===== config.mk =====
export PLATFORM = sky130hd
export DESIGN_NAME = mss_ctrl
export DESIGN_NICKNAME = d
export VERILOG_FILES = /design/src/hdl/mss_pkg.sv /design/src/hdl/mss_ctrl.sv
export SDC_FILE = /design/constraint.sdc
export NUM_CORES = 1
export LEC_CHECK = 0
export BUFFER_PORTS_ARGS = -buffer_cell sky130_fd_sc_hd__buf_2
export CELL_PAD_IN_SITES_DETAIL_PLACEMENT = 0
export CELL_PAD_IN_SITES_GLOBAL_PLACEMENT = 2
export CORE_AREA = 8 8 45 47
export CTS_CLUSTER_SIZE = 30
export DETAILED_ROUTE_END_ITERATION = 10
export DIE_AREA = 0 0 53 55
export GPL_TIMING_DRIVEN = 0
export PLACE_DENSITY = 0.65
export SETUP_SLACK_MARGIN = 0.3
export SKIP_CTS_REPAIR_TIMING = 1
export SLEW_MARGIN = 0
export SYNTH_ARGS = -nofsm -noshare
export SYNTH_HDL_FRONTEND = slang
export SYNTH_SLANG_ARGS = --single-unit

===== constraint.sdc =====
create_clock -name clk -period 2.35 [get_ports clk]
set_clock_uncertainty 0.05 [all_clocks]
set_input_delay 0 -clock clk [delete_from_list [all_inputs] [get_ports clk]]
set_output_delay 0 -clock clk [all_outputs]
set_load 0.1 [all_outputs]

===== src/hdl/mss_pkg.sv =====
// ============================================================================
// mss_pkg - shared types and constants
// Widths, register indexes and the command/status bundles passed between
// the controller and the datapath of the bounded max-subarray block.
// ============================================================================
package mss_pkg;

    // Field widths
    localparam int SAMPLE_W        = 32;
    localparam int SUM_W           = 48;
    localparam int CFG_W           = 11;
    localparam int MAX_LEN_DEFAULT = 1024;

    // Register port
    localparam int ADDR_W  = 3;
    localparam int PDATA_W = 32;

    // Register indexes (byte address / 4)
    localparam logic [0:0] REG_MIN_LEN = 1'b0;
    localparam logic [0:0] REG_MAX_LEN = 1'b1;

    // Register reset values
    localparam logic [CFG_W-1:0] MIN_LEN_RESET = CFG_W'(1);
    localparam logic [CFG_W-1:0] MAX_LEN_RESET = CFG_W'(1024);

    // Commands from controller to datapath
    typedef struct packed {
        logic take;       // accept a word, update prefix, fetch ring slot
        logic vload;      // latch window prefix, fetch deque head
        logic head_step;  // drop stale head entry
        logic head_done;  // latch head value, fetch deque tail
        logic tail_step;  // drop tail entry not below new prefix
        logic push;       // append new prefix, update best
        logic emit;       // load output register
    } mss_cmd_t;

    // Status from datapath to controller
    typedef struct packed {
        logic go;         // a candidate is formed for this word
        logic head_drop;  // head entry is older than max_len
        logic tail_drop;  // tail entry is not below the new prefix
        logic out_free;   // output register can take a word
    } mss_stat_t;

endpackage


===== src/hdl/mss_ctrl.sv =====
// ============================================================================
// mss_ctrl - sequencing controller
// Steps each accepted word through ring fetch, head pops, tail pops, push
// and output load, or straight to output load if it forms no candidate.
// ============================================================================
module mss_ctrl
    import mss_pkg::*;
(
    input  logic      clk,
    input  logic      rst_n,
    input  logic      in_valid,
    output logic      in_ready,
    input  mss_stat_t stat,
    output mss_cmd_t  cmd
);

    localparam logic [2:0] S_IDLE  = 3'd0;
    localparam logic [2:0] S_VLOAD = 3'd1;
    localparam logic [2:0] S_HEAD  = 3'd2;
    localparam logic [2:0] S_TAIL  = 3'd3;
    localparam logic [2:0] S_OUT   = 3'd4;

    logic [2:0] state_reg;
    logic [2:0] state_next;

    // Take input only between words
    assign in_ready = (state_reg == S_IDLE);

    // Next state and commands
    always_comb
    begin
        cmd        = '0;
        state_next = state_reg;
        case (state_reg)
            S_IDLE:
            begin
                if (in_valid)
                begin
                    cmd.take   = 1'b1;
                    state_next = stat.go ? S_VLOAD : S_OUT;
                end
            end
            S_VLOAD:
            begin
                cmd.vload  = 1'b1;
                state_next = S_HEAD;
            end
            S_HEAD:
            begin
                if (stat.head_drop)
                begin
                    cmd.head_step = 1'b1;
                end
                else
                begin
                    cmd.head_done = 1'b1;
                    state_next    = S_TAIL;
                end
            end
            S_TAIL:
            begin
                if (stat.tail_drop)
                begin
                    cmd.tail_step = 1'b1;
                end
                else
                begin
                    cmd.push   = 1'b1;
                    state_next = S_OUT;
                end
            end
            S_OUT:
            begin
                if (stat.out_free)
                begin
                    cmd.emit   = 1'b1;
                    state_next = S_IDLE;
                end
            end
            default:
            begin
                state_next = S_IDLE;
            end
        endcase
    end

    // State register
    always_ff @(posedge clk or negedge rst_n)
    begin
        if (!rst_n)
        begin
            state_reg <= S_IDLE;
        end
        else
        begin
            state_reg <= state_next;
        end
    end

endmodule


Word level (Yosys, flattened, before mapping)
Cells that the tools add are included.
Widths: inputs -> output; s select.
- output and inout port bits: 8
- word-level logic and storage cells: 28
- register bits after elaboration: 3
- bits of input ports: 7
- eq/ne operators: 8
- reductions and logical operators: 2
- muxes and demuxes: 17
- operators by type and width (cell ; number):
    $mux 3 ; 5
    $pmux 3 s5 ; 1
    $mux 1 ; 9
    $ne 2x2->1 const B ; 4
    $eq 3x2->1 const B ; 2
    $mux 2 ; 2
    $reduce_and 4->1 ; 1
    $eq 3x1->1 const B ; 1
    $eq 3x3->1 const B ; 1
    $logic_not 3->1 ; 1

Longest topological paths before layout
Gate-level depths: netlist of run 1.
- depth in word-level cells: 3
- mapped depth: 3
- gate-level depth less buffers: 2

Least setup slack after synthesis of run 1
No wires, ideal clock.
- kind: register to output
- start point: register state_reg[0]
- end point: output cmd[6] (netlist bit)
- path slack: -1.305 ns
- arrival time: 3.605 ns
- stages on the path, launching flop included: 4
- required time: 2.300 ns
- buffers on the path: 1
- cell sequence: dfrtp_1 > buf_2 > nor3_1 > and2_1
- RTL lines (item ; RTL line ; RTL):
    start: declaration ; mss_ctrl.sv:23 ; logic [2:0] state_reg;
    start signal: assignment ; mss_ctrl.sv:96 ; state_reg <= state_next;
    end: declaration ; mss_ctrl.sv:14 ; output mss_cmd_t cmd

==> impl_metrics.ini, run 1 <==
[finish]
final_util = 0.278
fin_cells = 62
drive_above_1_share = 0.543
area.growth.synth_to_final_pct = 68.3
diodes = 0
nNetsFinal = 54
largest_reg_flops = 3
fillCellCount = 164

[setup_path]
worst_ep_required_time_ns = 2.30
arrival_ns = 1.60
critPathTopFamily = buffers and inverters
slowest_delay_ns = 0.44
cp_cell_sequence = clkbuf_2 > nand2b_1 > nor3b_2 > buf_2
critPathCaptureType = primary output
crit_buf_inv = 2
cp_max_fo = 9
cp-start-kind = register
worst-setup-path-type = reg2out
crit_slowest_cell = buf_2

[detailed_routing]
drc = 0
wl_per_cell_um = 12.3
vias = 279
ant_nets = 0
drtIter0Drc = 3
finalWirelength_um = 760
dr.pass1.iters = 2
vias_per_cell = 4.50

[global_routing]
grt_start_max_net_pins = 11
track_usage = 0.0617
grt.overflow.total = 0
grt_pass1_wl_um = 1240
grt_pass1_vias = 308
antenna_found_initial = 0

[status]
outcome = finished clean

[logic_synthesis]
synth_top_family_by_area = simple AND/OR/NAND/NOR gates
synthSimpleGateAreaFrac = 0.530
yosysWarnings = 0
ys_seq_area_frac = 0.328
synth-seq-cells = 3
synth_fp_nets = 33
netlist_area_sq_um = 229
avgSynthCellArea_sq_um = 8.81
synth_fa_ha_area_frac = 0
ys_types = 20
synthCells = 26
synthMuxAreaShare = 0
synth_compound_area_frac = 0.0656
synthXorXnorAreaFrac = 0

[timing]
timing.final.crit_period_ns = 1.65
fin_ws_ns = 0.696
finalCritPeriodShare = 0.704
timing.slew.headroom = 0.674
rsz0062_at_grt = no
hold_violations = 0
finalSetupViolations = 0
drv_slew = 0
timing.fmax_mhz = 605
worst_pin_slew_ns = 0.492

[floorplanning]
rows = 14
fp.coreArea_sq_mm = 0.00138
pin_count = 15
die_x_um = 53
die-area_sq_mm = 0.00292
start_util = 0.165
die-height_um = 55

[clocking]
clkLatencyLatePin_ns = 0.23
cts_sinks = 3
cts_root_buf = clkbuf_4
cts_tree = built
clk_pin_slew_ns = 0.04
clockBufferDepth = 2
htreeDepth = 1
cts_buffers = 3

[placement]
dp_hpwl_um = 603
place.gp.congestion = 0.788
dp_cells = 56
numPortBuffers = 14
dpl_worst_slack_ns = 0.929

[hold_path]
min_path_type = in2async

[flow_run]
maxCapViolations = 0
[path summary, 6_finish.rpt]
kind | startpoint | to | slack [ns] | depth (start not counted)
max in group asynchronous | rst_n | state_reg[2]$_DFFE_PN0P_ | 2.10 | 2
min reg2reg | state_reg[1]$_DFFE_PN0P_ | state_reg[0]$_DFFE_PN0P_ | 0.54 | 2
min in group clk | stat[1] | state_reg[0]$_DFFE_PN0P_ | 0.04 | 3
max reg2reg | state_reg[2]$_DFFE_PN0P_ | state_reg[2]$_DFFE_PN0P_ | 1.17 | 3
min | rst_n | state_reg[1]$_DFFE_PN0P_ | 0.04 | 2
max | state_reg[2]$_DFFE_PN0P_ | cmd[4] | 0.70 | 4
[routing by layer]
metal  global-route usage  wire, um  vias to the layer above
met5                    0         0                        -
met1               0.0623       355                      128
met3               0.0241        35                        2
li1                     -         -                      137
met2               0.0879       355                       12
met4               0.0776        14                        0
[synth_stat cells]
cell	count	area [sq um]
and2_1	1	6.26
clkbuf_2	1	5.00
nand2b_1	1	6.26
nand3_1	1	5.00
dfrtp_1	3	75.1
buf_4	1	7.51
nor3_1	3	15.0
and4bb_2	1	12.5
a211o_1	1	8.76
a31oi_1	1	6.26
nand2_1	1	3.75
or3b_1	1	8.76
nand4bb_1	1	11.3
nor2_1	2	7.51
nor3b_1	2	15.0
nor4b_1	1	8.76
and3b_1	1	8.76
and3_1	1	6.26
nor4_1	1	6.26
buf_2	1	5.00
[metrics by stage]
step | TNS (ns) | instance area, sq um | hold WS [ns]
6_report | 0 | 385 | 0.0438
5_1_grt | 0 | 385 | 0.0374
4_1_cts | 0 | 365 | -0.501
3_5_place_dp | 0 | 339 | -0.250
3_3_place_gp | 0 | 339 | -0.255
2_1_floorplan | -0.392 | 249 | -0.346
[kinds of logic after synthesis]
group / count (synthesis)
AND/OR/NAND/NOR: 18
flip-flops: 3
buffers and inverters: 3
AO/OA/AOI/OAI: 2
[cell usage in the layout (no fill, tap or decap), types with 2 or more instances in the layout]
master	Yosys	layout
buf_2	1	15
clkbuf_4	0	3
dfrtp_1	3	3
nor3_2	0	2
nor3b_2	0	2
nor2_1	2	2
dlygate4sd3_1	0	2
[cell type report]
type | count | area (sq um) | share of cell area
timing repair buffer | 16 | 90.1 | 0.234
sequential | 3 | 75.1 | 0.195
buffer | 3 | 17.5 | 0.0455
tap | 16 | 20.0 | 0.0519
clock buffer | 4 | 26.3 | 0.0682
multi-input combinational | 20 | 156 | 0.406
Power of run 1 is not shown: default switching activity piles up to over one toggle a cycle in this logic, so the estimate is an artifact.
==> inputs of run 2 (changes only) <==
--- a/config.mk
+++ b/config.mk
@@ -5,15 +5,16 @@
 export SDC_FILE = /design/constraint.sdc
 export NUM_CORES = 1
 export LEC_CHECK = 0
+export ABC_AREA = 1
 export BUFFER_PORTS_ARGS = -buffer_cell sky130_fd_sc_hd__buf_2
 export CELL_PAD_IN_SITES_DETAIL_PLACEMENT = 0
 export CELL_PAD_IN_SITES_GLOBAL_PLACEMENT = 2
-export CORE_AREA = 8 8 45 47
+export CORE_MARGIN = 8
+export CORE_UTILIZATION = 17
 export CTS_CLUSTER_SIZE = 30
 export DETAILED_ROUTE_END_ITERATION = 10
-export DIE_AREA = 0 0 53 55
 export GPL_TIMING_DRIVEN = 0
-export PLACE_DENSITY = 0.65
+export PLACE_DENSITY = 0.69
 export SETUP_SLACK_MARGIN = 0.3
 export SKIP_CTS_REPAIR_TIMING = 1
 export SLEW_MARGIN = 0
==> constraint.sdc (replaced) <==
create_clock -name clk -period 1.7 [get_ports clk]
set_clock_uncertainty 0.05 [all_clocks]
set_input_delay 0 -clock clk [delete_from_list [all_inputs] [get_ports clk]]
set_output_delay 0 -clock clk [all_outputs]
set_load 0.1 [all_outputs]
==> impl_metrics.ini, run 2 <==
[clocking]
htreeDepth = 1
clk_pin_slew_ns = 0.04
cts_sinks = 3
cts_root_buf = clkbuf_4
clockBufferDepth = 2
clkLatencyLatePin_ns = 0.23
cts_tree = built
cts_buffers = 3

[detailed_routing]
finalWirelength_um = 743
maxUsedRoutingLayer = met3
ant_nets = 0
vias_per_cell = 4.00
wl_met2_um = 390
wl_met3_um = 31
vias = 292
drtIter0Drc = 2
wl_met1_um = 320
dr.pass1.iters = 4
wl_per_cell_um = 10.2
drc = 0

[global_routing]
grt_start_max_net_pins = 9
grt.overflow.total = 0
grt_pass1_vias = 312
grt_pass1_wl_um = 1230
antenna_found_initial = 0
track_usage = 0.0571

[setup_path]
r2r_setup_slack_ns = 0.49
critPathTopFamily = buffers and inverters
rr_endpoint = state_reg[2]$_DFFE_PN0P_
ff2ff_path_depth = 6
critPathCaptureType = primary output
arrival_ns = 1.33
crit_end = cmd[3]
cp-start-kind = register
slowest_delay_ns = 0.38
worst_ep_required_time_ns = 1.65
cp_max_fo = 8
crit_path_start = state_reg[2]$_DFFE_PN0P_
worst-path-stages = 4
worst-setup-path-type = reg2out
crit_slowest_cell = dfrtp_1
crit_buf_inv = 2
r2r-start = state_reg[1]$_DFFE_PN0P_
cp_cell_sequence = inv_2 > nand3_1 > nor2_4 > buf_4

[logic_synthesis]
synth_fp_nets = 46
yosysMostFrequentCell = nand2_1
avgSynthCellArea_sq_um = 6.16
yosysWarnings = 0
ys_types = 12
synth-seq-cells = 3
synth_area_leaders = dfrtp_1 (31%), nand2_1 (17%), inv_1 (9.4%)
netlist_area_sq_um = 240
ys_seq_area_frac = 0.313
yosysTopAreaCellShare = 0.313
synth_async_sr_flop_share = 1.00
synth_edf_count = 0
yosysTopAreaCell = dfrtp_1
synthCells = 39
synthTopCellsByCount = nand2_1 (11), inv_1 (6), nand3_1 (4), nor2_1 (4), dfrtp_1 (3)
synthFlopType = dfrtp_1

[status]
outcome = finished clean

[timing]
hold_violations = 0
worst_pin_slew_ns = 0.305
timing.slew.headroom = 0.798
rsz0062_at_grt = yes
timing.final.crit_period_ns = 1.38
timing.fmax_mhz = 727
finalCritPeriodShare = 0.810
finalSetupViolations = 0
drv_slew = 0
tns_ns = 0
fin_ws_ns = 0.324
whs_ns = 0.0413

[finish]
diodes = 0
nNetsFinal = 66
final_util = 0.343
final_common_cell = nand2_1
area.growth.synth_to_final_pct = 88.0
largest_reg_flops = 3
drive_above_1_share = 0.500
final_cell_mix = nand2_1 (11), inv_1 (6), buf_2 (6)

[floorplanning]
die-area_sq_mm = 0.00287
rows = 13
start_util = 0.182
fp.coreArea_sq_mm = 0.00132
pin_count = 15
die-height_um = 53.6
die_x_um = 53.6

[placement]
dp_hpwl_um = 609
place.gp.congestion = 0.726
dpl_worst_slack_ns = 0.407
numPortBuffers = 14

[flow_run]
maxCapViolations = 0

[hold_path]
min_path_type = in2async
-- run 2: worst min-delay path by stage --
stage / start / to / slack, ns / cells past startpoint
2_1_floorplan: rst_n / state_reg[0]$_DFFE_PN0P_ / -0.35 / 0
3_3_place_gp: rst_n / state_reg[2]$_DFFE_PN0P_ / -0.25 / 1
3_5_place_dp: rst_n / state_reg[2]$_DFFE_PN0P_ / -0.25 / 1
4_1_cts: rst_n / state_reg[1]$_DFFE_PN0P_ / -0.50 / 1
5_1_grt: rst_n / state_reg[1]$_DFFE_PN0P_ / 0.04 / 2
6_report: rst_n / state_reg[1]$_DFFE_PN0P_ / 0.04 / 2
-- run 2: cell type report --
class | count | area [sq um]
sequential | 3 | 76.3
inverter | 8 | 30.0
fill | 156 | 866
multi-input combinational | 27 | 169
buffer | 1 | 11.3
tap | 15 | 18.8
timing repair buffer | 15 | 120
clock buffer | 4 | 26.3
-- run 2: metal layers --
layer  global-route usage  vias to the layer above
li1                     -                      159
met1               0.0660                      128
met2               0.0898                        5
met3              0.00826                        0
met4               0.0504                        0
met5                    0                        -
-- run 2: logic make-up after synthesis --
| group | Yosys count | share of synthesized area |
|---|---|---|
| simple gates | 25 | 0.474 |
| buf+inv | 9 | 0.172 |
| flops | 3 | 0.312 |
| compound gates | 2 | 0.0417 |
-- run 2: worst register-to-register path, stage by stage (launching register included) --
cell and delay, ns:
dfrtp_1 0.36, buf_6 0.14, nor2_2 0.14, nand2_2 0.11
o21ai_0 0.22, nand2_1 0.08, nand2_1 0.06
-- run 2: through the flow --
stage / cells / instance area [sq um]
CTS: 72 / 402
detailed placement: 68 / 375
global placement: 68 / 375
global route: 73 / 452
floorplan: 39 / 287
finish: 73 / 452
Power of run 2 is left out for the same reason.
==> inputs of run 3 (changes only) <==
--- a/config.mk
+++ b/config.mk
@@ -5,7 +5,7 @@
 export SDC_FILE = /design/constraint.sdc
 export NUM_CORES = 1
 export LEC_CHECK = 0
-export ABC_AREA = 1
+export ABC_AREA = 0
 export BUFFER_PORTS_ARGS = -buffer_cell sky130_fd_sc_hd__buf_2
 export CELL_PAD_IN_SITES_DETAIL_PLACEMENT = 0
 export CELL_PAD_IN_SITES_GLOBAL_PLACEMENT = 2
@@ -14,7 +14,7 @@
 export CTS_CLUSTER_SIZE = 30
 export DETAILED_ROUTE_END_ITERATION = 10
 export GPL_TIMING_DRIVEN = 0
-export PLACE_DENSITY = 0.69
+export PLACE_DENSITY = 0.66
 export SETUP_SLACK_MARGIN = 0.3
 export SKIP_CTS_REPAIR_TIMING = 1
 export SLEW_MARGIN = 0
==> constraint.sdc (replaced) <==
create_clock -name clk -period 1.2 [get_ports clk]
set_clock_uncertainty 0.05 [all_clocks]
set_input_delay 0 -clock clk [delete_from_list [all_inputs] [get_ports clk]]
set_output_delay 0 -clock clk [all_outputs]
set_load 0.1 [all_outputs]
==> impl_metrics.ini, run 3 (synthesized netlist as in run 1, its figures left out) <==
[status]
outcome = finished, violations left
violations = setup timing

[finish]
final_common_cell = buf_12
area.growth.synth_to_final_pct = 170
finalInstanceArea_sq_um = 619
ff_latch_area_sq_um = 76.3
final_cell_mix = buf_12 (8), buf_2 (6), buf_6 (5)
fillCellCount = 123
multiInputGateArea_sq_um = 216
nNetsFinal = 58
largest_reg_flops = 3
drive_above_1_share = 0.740
final_util = 0.482
diodes = 0

[timing]
worst_pin_slew_ns = 0.277
drv_slew = 0
timing.fmax_mhz = 733
whs_ns = 0.0248
timing.final.crit_period_ns = 1.36
timing.slew.headroom = 0.813
finalSetupViolations = 9
tns_ns = -0.942
rsz0062_at_grt = yes
fin_ws_ns = -0.164
finalCritPeriodShare = 1.14
hold_violations = 0

[floorplanning]
die-height_um = 52.7
start_util = 0.178
pin_count = 15
rows = 13
die-area_sq_mm = 0.00278
fp.coreArea_sq_mm = 0.00128
die_x_um = 52.7

[detailed_routing]
dr.pass1.iters = 4
finalWirelength_um = 931
drc = 0
wl_met3_um = 127
maxUsedRoutingLayer = met3
drtIter0Drc = 10
wl_met2_um = 486
wl_per_cell_um = 14.3
ant_nets = 0
vias = 315
vias_per_cell = 4.85
wl_met1_um = 316

[global_routing]
grt_pass1_vias = 287
antenna_found_initial = 0
grt_pass1_wl_um = 1280
grt.overflow.total = 0
track_usage = 0.0641
grt_start_max_net_pins = 11

[setup_path]
ff2ff_path_depth = 4
worst-setup-path-type = reg2out
cp_max_fo = 6
worst_ep_required_time_ns = 1.15
arrival_ns = 1.31
critPathCaptureType = primary output
cp-start-kind = register

[flow_run]
maxCapViolations = 0

[hold_path]
min_path_type = in2reg
min_path_cells = 3

[placement]
dp_hpwl_um = 593
place_area_sq_um = 384
numPortBuffers = 14
place.gp.congestion = 0.704

[clocking]
clockBufferDepth = 2
cts_sinks = 3
htreeDepth = 1
cts_tree = built
cts_root_buf = clkbuf_4
clk_pin_slew_ns = 0.04
cts_buffers = 3
clkLatencyLatePin_ns = 0.23
## run 3: worst max-delay path, cell delays in order (launching register included)
cell,delay [ns]
dfrtp_1,0.36
buf_6,0.13
nand2b_4,0.17
nor3b_4,0.21
buf_12,0.20
## run 3: per-layer routing
| metal | GRT usage | vias to the layer above |
|---|---|---|
| met5 | 0 | - |
| met4 | 0.0647 | 0 |
| met3 | 0.0256 | 0 |
| li1 | - | 146 |
| met1 | 0.0704 | 144 |
| met2 | 0.0889 | 25 |
## run 3: final cells by class
cell class                 count  area share
multi-input combinational     20       0.349
buffer                         3      0.0545
tap                           15      0.0303
timing repair buffer          20       0.400
sequential                     3       0.123
clock buffer                   4      0.0424
## run 3: final timing paths
kind,from,endpoint,slack (ns)
worst min register to register,state_reg[2]$_DFFE_PN0P_,state_reg[0]$_DFFE_PN0P_,0.48
max in group asynchronous,rst_n,state_reg[0]$_DFFE_PN0P_,0.93
worst max-delay path,state_reg[2]$_DFFE_PN0P_,cmd[4],-0.16
worst min-delay path,stat[3],state_reg[0]$_DFFE_PN0P_,0.02
worst max register to register,state_reg[2]$_DFFE_PN0P_,state_reg[2]$_DFFE_PN0P_,-0.03
min in group asynchronous,rst_n,state_reg[0]$_DFFE_PN0P_,0.05
## run 3: per-stage QoR
step / setup slack (ns) / std cells
after global routing: -0.222 / 65
after floorplan: -0.676 / 26
after detailed placement: -0.306 / 55
after CTS: -0.554 / 59
after global placement: -0.292 / 55
final: -0.164 / 65
Power of run 3 is left out for the same reason.
